`config.mk`:
```
export PLATFORM = sky130hd
export DESIGN_NAME = mau_ctrl
export DESIGN_NICKNAME = d
export VERILOG_FILES = /design/src/sv/mau_pkg.sv /design/src/sv/mau_ctrl.sv
export SDC_FILE = /design/constraint.sdc
export NUM_CORES = 1
export LEC_CHECK = 0
export BUFFER_PORTS_ARGS = -buffer_cell sky130_fd_sc_hd__buf_2
export CAP_MARGIN = 20
export CORE_ASPECT_RATIO = 0.8
export CORE_MARGIN = 1.5
export CORE_UTILIZATION = 50
export CTS_CLUSTER_SIZE = 20
export DETAILED_ROUTE_END_ITERATION = 8
export MAX_ROUTING_LAYER = met4
export PLACE_DENSITY = 0.76
export REMOVE_ABC_BUFFERS = 1
export SLEW_MARGIN = 40
export SYNTH_ARGS = -nofsm -noshare
export SYNTH_HDL_FRONTEND = slang
export SYNTH_SLANG_ARGS = --single-unit
```
`constraint.sdc`:
```
create_clock -name i_clk -period 2.1 [get_ports i_clk]
set_input_delay 0 -clock i_clk [delete_from_list [all_inputs] [get_ports i_clk]]
set_output_delay 0 -clock i_clk [all_outputs]
set_load 0.01 [all_outputs]
```
`src/sv/mau_pkg.sv`:
```
// ----------------------------------------------------------------------------
// mau_pkg
// Shared types and constants of the attitude update block: channel
// payloads, register indexes, controller states, datapath commands.
// ----------------------------------------------------------------------------
package mau_pkg;

    // input transaction payload
    typedef struct packed {
        logic signed [31:0] rate_x;
        logic signed [31:0] rate_y;
        logic signed [31:0] rate_z;
        logic signed [15:0] accel_x;
        logic signed [15:0] accel_y;
        logic signed [15:0] accel_z;
    } t_in;

    // output transaction payload
    typedef struct packed {
        logic signed [31:0] quat_w;
        logic signed [31:0] quat_x;
        logic signed [31:0] quat_y;
        logic signed [31:0] quat_z;
    } t_out;

    // configuration register indexes
    localparam logic [1:0] CFG_KP = 2'd0;
    localparam logic [1:0] CFG_KI = 2'd1;
    localparam logic [1:0] CFG_DT = 2'd2;

    // register reset values
    localparam logic [31:0] KP_RESET = 32'd3276800;
    localparam logic [31:0] KI_RESET = 32'd13107;
    localparam logic [31:0] DT_RESET = 32'd42949673;
    localparam logic signed [31:0] Q_ONE = 32'sh4000_0000;

    // last operation index of each multiply and divide phase
    localparam logic [3:0] LAST_SQA   = 4'd2;
    localparam logic [3:0] LAST_ADIV  = 4'd2;
    localparam logic [3:0] LAST_GRAV  = 4'd7;
    localparam logic [3:0] LAST_ERR   = 4'd5;
    localparam logic [3:0] LAST_INTEG = 4'd2;
    localparam logic [3:0] LAST_GAIN  = 4'd5;
    localparam logic [3:0] LAST_STEP  = 4'd11;
    localparam logic [3:0] LAST_SCALE = 4'd7;
    localparam logic [3:0] LAST_NSUM  = 4'd3;
    localparam logic [3:0] LAST_QDIV  = 4'd3;

    // controller states
    typedef enum logic [3:0] {
        S_IDLE, S_CHK, S_SQA, S_ASQRT, S_ADIV, S_GRAV, S_ERR, S_INTEG,
        S_GAIN, S_STEP, S_SCALE, S_NSUM, S_QSQRT, S_QDIV, S_OUT
    } t_state;

    // datapath operations
    typedef enum logic [3:0] {
        OP_NONE, OP_LOAD, OP_SQA, OP_ASQRT, OP_ADIV, OP_GRAV, OP_ERR, OP_INTEG,
        OP_GAIN, OP_STEP, OP_SCALE, OP_NSUM, OP_QSQRT, OP_QDIV, OP_OUT
    } t_op;

    // command from controller to datapath
    typedef struct packed {
        t_op        op;
        logic [3:0] idx;
        logic       wb;
    } t_cmd;

    // status from datapath to controller
    typedef struct packed {
        logic a_zero;
        logic q_zero;
        logic unit_done;
        logic out_free;
    } t_stat;

endpackage

```
`src/sv/mau_ctrl.sv`:
```
// ----------------------------------------------------------------------------
// mau_ctrl
// Controller: sequences the phases of one update, each multiply as an operand
// phase then a write-back phase, and start then wait for the iterative units.
// ----------------------------------------------------------------------------
module mau_ctrl
    import mau_pkg::*;
(
    input  logic  i_clk,
    input  logic  i_rst_n,
    input  logic  i_in_valid,
    output logic  o_in_ready,
    input  t_stat i_stat,
    output t_cmd  o_cmd
);

    t_state     r_state, n_state;
    logic [3:0] r_cnt, n_cnt;
    logic       r_ph, n_ph;

    t_state     w_nxt;
    logic [3:0] w_last;
    logic       w_mul;
    logic       w_unit;

    // state register
    always_ff @(posedge i_clk) begin
        if (!i_rst_n) begin
            r_state <= S_IDLE;
            r_cnt   <= '0;
            r_ph    <= 1'b0;
        end else begin
            r_state <= n_state;
            r_cnt   <= n_cnt;
            r_ph    <= n_ph;
        end
    end

    // next state and commands
    always_comb begin
        n_state    = r_state;
        n_cnt      = r_cnt;
        n_ph       = r_ph;
        o_in_ready = 1'b0;
        o_cmd      = '{op: OP_NONE, idx: r_cnt, wb: r_ph};
        w_nxt      = S_IDLE;
        w_last     = '0;
        w_mul      = 1'b0;
        w_unit     = 1'b0;

        case (r_state)
            S_IDLE: begin
                o_in_ready = 1'b1;
                if (i_in_valid) begin
                    o_cmd.op = OP_LOAD;
                    n_state  = S_CHK;
                    n_cnt    = '0;
                    n_ph     = 1'b0;
                end
            end
            S_CHK:   n_state = i_stat.a_zero ? S_STEP : S_SQA;
            S_SQA:   begin o_cmd.op = OP_SQA;   w_mul = 1'b1; w_last = LAST_SQA;
                           w_nxt = S_ASQRT; end
            S_ASQRT: begin o_cmd.op = OP_ASQRT; w_unit = 1'b1; w_last = '0;
                           w_nxt = S_ADIV; end
            S_ADIV:  begin o_cmd.op = OP_ADIV;  w_unit = 1'b1; w_last = LAST_ADIV;
                           w_nxt = S_GRAV; end
            S_GRAV:  begin o_cmd.op = OP_GRAV;  w_mul = 1'b1; w_last = LAST_GRAV;
                           w_nxt = S_ERR; end
            S_ERR:   begin o_cmd.op = OP_ERR;   w_mul = 1'b1; w_last = LAST_ERR;
                           w_nxt = S_INTEG; end
            S_INTEG: begin o_cmd.op = OP_INTEG; w_mul = 1'b1; w_last = LAST_INTEG;
                           w_nxt = S_GAIN; end
            S_GAIN:  begin o_cmd.op = OP_GAIN;  w_mul = 1'b1; w_last = LAST_GAIN;
                           w_nxt = S_STEP; end
            S_STEP:  begin o_cmd.op = OP_STEP;  w_mul = 1'b1; w_last = LAST_STEP;
                           w_nxt = S_SCALE; end
            S_SCALE: begin o_cmd.op = OP_SCALE; w_mul = 1'b1; w_last = LAST_SCALE;
                           w_nxt = S_NSUM; end
            S_NSUM:  begin o_cmd.op = OP_NSUM;  w_mul = 1'b1; w_last = LAST_NSUM;
                           w_nxt = S_QSQRT; end
            S_QSQRT: begin o_cmd.op = OP_QSQRT; w_unit = 1'b1; w_last = '0;
                           w_nxt = S_QDIV; end
            S_QDIV:  begin o_cmd.op = OP_QDIV;  w_unit = 1'b1; w_last = LAST_QDIV;
                           w_nxt = S_OUT; end
            S_OUT: begin
                o_cmd.op = OP_OUT;
                if (i_stat.out_free) begin
                    n_state = S_IDLE;
                end
            end
            default: n_state = S_IDLE;
        endcase

        // multiply phases: operand cycle then write-back cycle
        if (w_mul) begin
            if (r_ph) begin
                n_ph = 1'b0;
                if (r_cnt == w_last) begin
                    n_state = w_nxt;
                    n_cnt   = '0;
                end else begin
                    n_cnt = r_cnt + 4'd1;
                end
            end else begin
                n_ph = 1'b1;
            end
        end

        // unit phases: start then wait for done
        if (w_unit) begin
            if (!r_ph) begin
                n_ph = 1'b1;
                // degenerate quaternion keeps the previous attitude
                if (r_state == S_QSQRT && i_stat.q_zero) begin
                    n_ph    = 1'b0;
                    n_state = S_OUT;
                end
            end else if (i_stat.unit_done) begin
                n_ph = 1'b0;
                if (r_cnt == w_last) begin
                    n_state = w_nxt;
                    n_cnt   = '0;
                end else begin
                    n_cnt = r_cnt + 4'd1;
                end
            end
        end
    end

endmodule

```
==> results by group <==
Outcome
  – Status: complete, no violations

Pwr
  – Overall power: ~1.6 mW
  – Peak VDD IR: ~0.63 mV
  – Leakage: 0.477 nW
  – P per Cell Area: between 1000 and 1500 nW/um2

CTS
  – Clk slew on worst S/H paths: 0.07 ns
  – CTS tree: done
  – Clock tree buffer depth: 2
  – Hold buffers post-CTS: 0
  – Total CTS buffers: 3
  – Worst skew pair latency: about 0.27 ns
  – H-tree levels: 1
  – CTS Root Cell: clkbuf_4
  – Clock tree sinks: 9

GRT
  – Antenna violations before repair: 0
  – Top Usage Layer GRT: met2
  – Global-route usage over all layers: 0.291
  – Met2 usage in global routing: 0.449
  – Global-route wire length before repair: 4890 um
  – Largest net degree at the start of global routing: 16
  – Grt met1 use: 0.403
  – Met3 Usage GRT: 0.0414
  – Grt ovf: 0
  – Vias in the first global route: 1083

Floorplan
  – Die area: around 2300 um2
  – Rows: 14
  – Top Ports: 17
  – Die width: around 54 um
  – Die height: between 40 and 50 um
  – Core Area: about 1900 um2
  – Initial Util: 0.535

Worst hold path
  – Hold Path Class: primary input to flip-flop

Worst setup path
  – Reg-to-Reg Start: r_state[1]$_SDFF_PN0_
  – Crit. End Element: flip-flop
  – Crit path launch: r_state[1]$_SDFF_PN0_
  – Reg-to-Reg End: r_state[0]$_SDFF_PN0_
  – CP endpoint: r_state[0]$_SDFF_PN0_
  – Maximum fanout along the worst path: 7
  – Startpoint types: flip-flop
  – R2R depth: 7
  – Critical setup path kind: flip-flop to flip-flop
  – R2r setup slk: roughly 0.13 ns
  – Critical path arrival: 2.14 ns
  – Critical Path RT: between 2 and 2.5 ns

Detailed routing
  – Total wire length after detailed routing: 2940 um
  – Routed via count: 1202
  – DRC: 0
  – Post-route ant nets: 0
  – WL/cell: between 15 and 20 um
  – First-pass DRT Iterations: 4
  – Via density: between 6 and 7
  – Iter 0 DRT Violations: 87

Synth
  – Cell taking the most area after synthesis: dfxtp_1
  – Register area share after synthesis: 0.176
  – Yosys cell types: 45
  – Share of the synthesized area in the top cell type: 0.176
  – Ys flop type: dfxtp_1
  – Post-Syn Instances: 150
  – Synth area leaders: dfxtp_1 18%, nand2_1 7.7%, o21ai_0 5.4%
  – Synth Register Bits: 9
  – Synth top cells by count: 21 x nand2_1, 12 x nor2_1, 11 x o21ai_0, 9 x dfxtp_1, 8 x a21oi_1
  – Post-Synthesis Cell Area: ~1000 um2
  – Post-synth EDFFs: 0
  – Synth warn: 0
  – Average size of a mapped cell: slightly below 7 um2
  – Most numerous cell in the Yosys netlist: nand2_1
  – Fraction of registers with async set/reset: 0

STA
  – Max-slew headroom: 0.702
  – Fin crit period: ~2.0 ns
  – Hold Vio Cnt, Final: 0
  – TNS Setup: 0 ns
  – Pins Over Slew Limit: 0
  – Worst slew pin tran: roughly 0.44 ns
  – Fmax: around 0.51 GHz
  – RSZ-0062 raised after global routing: no
  – Final setup viols: 0
  – Final WS setup: between 0.1 and 0.15 ns
  – Period utilisation layout: 0.937
  – Worst Skew: ~0.0099 ns

Cells and area
  – Final net count: ~180
  – Area growth syn-to-layout: 15.4%
  – Ant diodes: 0
  – Layout cells sized above 1: 0.231

Placement
  – Port buffer count: 16
  – Routability congestion estimate from global placement: approximately 0.93
  – Pre-CTS setup slack: between 0.03 and 0.04 ns
  – DP HPWL: 2140 um

Job
  – MaxCap Viol Count: 0
==> kinds of logic after synthesis <==
logic type | synth area share
buffers and inverters | 0.0906
muxes | 0.00979
xor gates and xnor gates | 0.0257
AOI/OAI and AO/OA | 0.357
adders and majority gates | 0.0122
and+or+nand+nor | 0.328
DFF | 0.176
==> flip-flops by register name (all words and copies together), names as in the netlist <==
signal / count
r_state: 4
r_ph: 1
r_cnt: 4
==> how the worst min path moves through the flow <==
stage / from / to / slack, ns / depth (start not counted)
final: i_rst_n / r_state[2]$_SDFF_PN0_ / 0.05 / 3
after global routing: i_rst_n / r_state[1]$_SDFF_PN0_ / 0.05 / 3
after CTS: i_rst_n / r_state[2]$_SDFF_PN0_ / 0.05 / 3
after detailed placement: i_rst_n / r_state[2]$_SDFF_PN0_ / 0.34 / 3
after global placement: i_rst_n / r_state[2]$_SDFF_PN0_ / 0.33 / 3
after floorplan: i_in_valid / o_cmd[5] / 0.13 / 2
==> layout make-up <==
type / count / area, um2
tap: 24 / 30.0
timing repair buffer: 27 / 166
sequential: 9 / 185
clock buffer: 4 / 26.3
multi-input combinational: 123 / 749
fill: 180 / 729
inverter: 6 / 22.5
==> placed cells by master (no fill, tap or decap), types with 5 or more instances in the layout <==
cell,instances
inv_1,5
a21oi_1,8
nor2_1,12
nand2b_1,5
dfxtp_1,5
nand2_1,21
buf_4,10
nand3_1,7
buf_2,16
o21ai_0,11
nor2b_1,6
==> stage by stage <==
stage                     utilization  area, um2  hold slack [ns]  instances
final                           0.618       1180           0.0501        193
after global routing            0.618       1180           0.0530        193
after global placement          0.592       1130            0.327        187
after detailed placement        0.592       1130            0.339        187
after CTS                       0.606       1160           0.0468        191
after floorplan                     -        952            0.134        138
==> critical path, cell delays in order, from the launching register on <==
cell and delay (ns):
dfxtp_2 0.39, and2b_1 0.22, a22o_1 0.23, a221o_1 0.38
o211ai_4 0.15, nor3_1 0.10, a31o_1 0.19, a22o_1 0.22
==> report_power, final <==
part           total, mW  leakage (nW)  switching [mW]  internal, mW
registers          0.316        0.0749          0.0984         0.218
logic               1.17         0.387           0.651         0.521
clock network      0.140        0.0150          0.0662        0.0735
==> routing by layer <==
metal / wire length, um / up-vias
met5: 0 / -
li1: - / 584
met2: 1350 / 72
met3: 277 / 7
met4: 25 / 0
met1: 1280 / 539
==> timing repair <==
item | 4_1_cts | 5_1_grt
buffers inserted | 0 | 2
resized for setup | 0 | 5
endpoints found under the setup margin | 0 | 5
No activity file was read; power rests on OpenSTA's default activity.
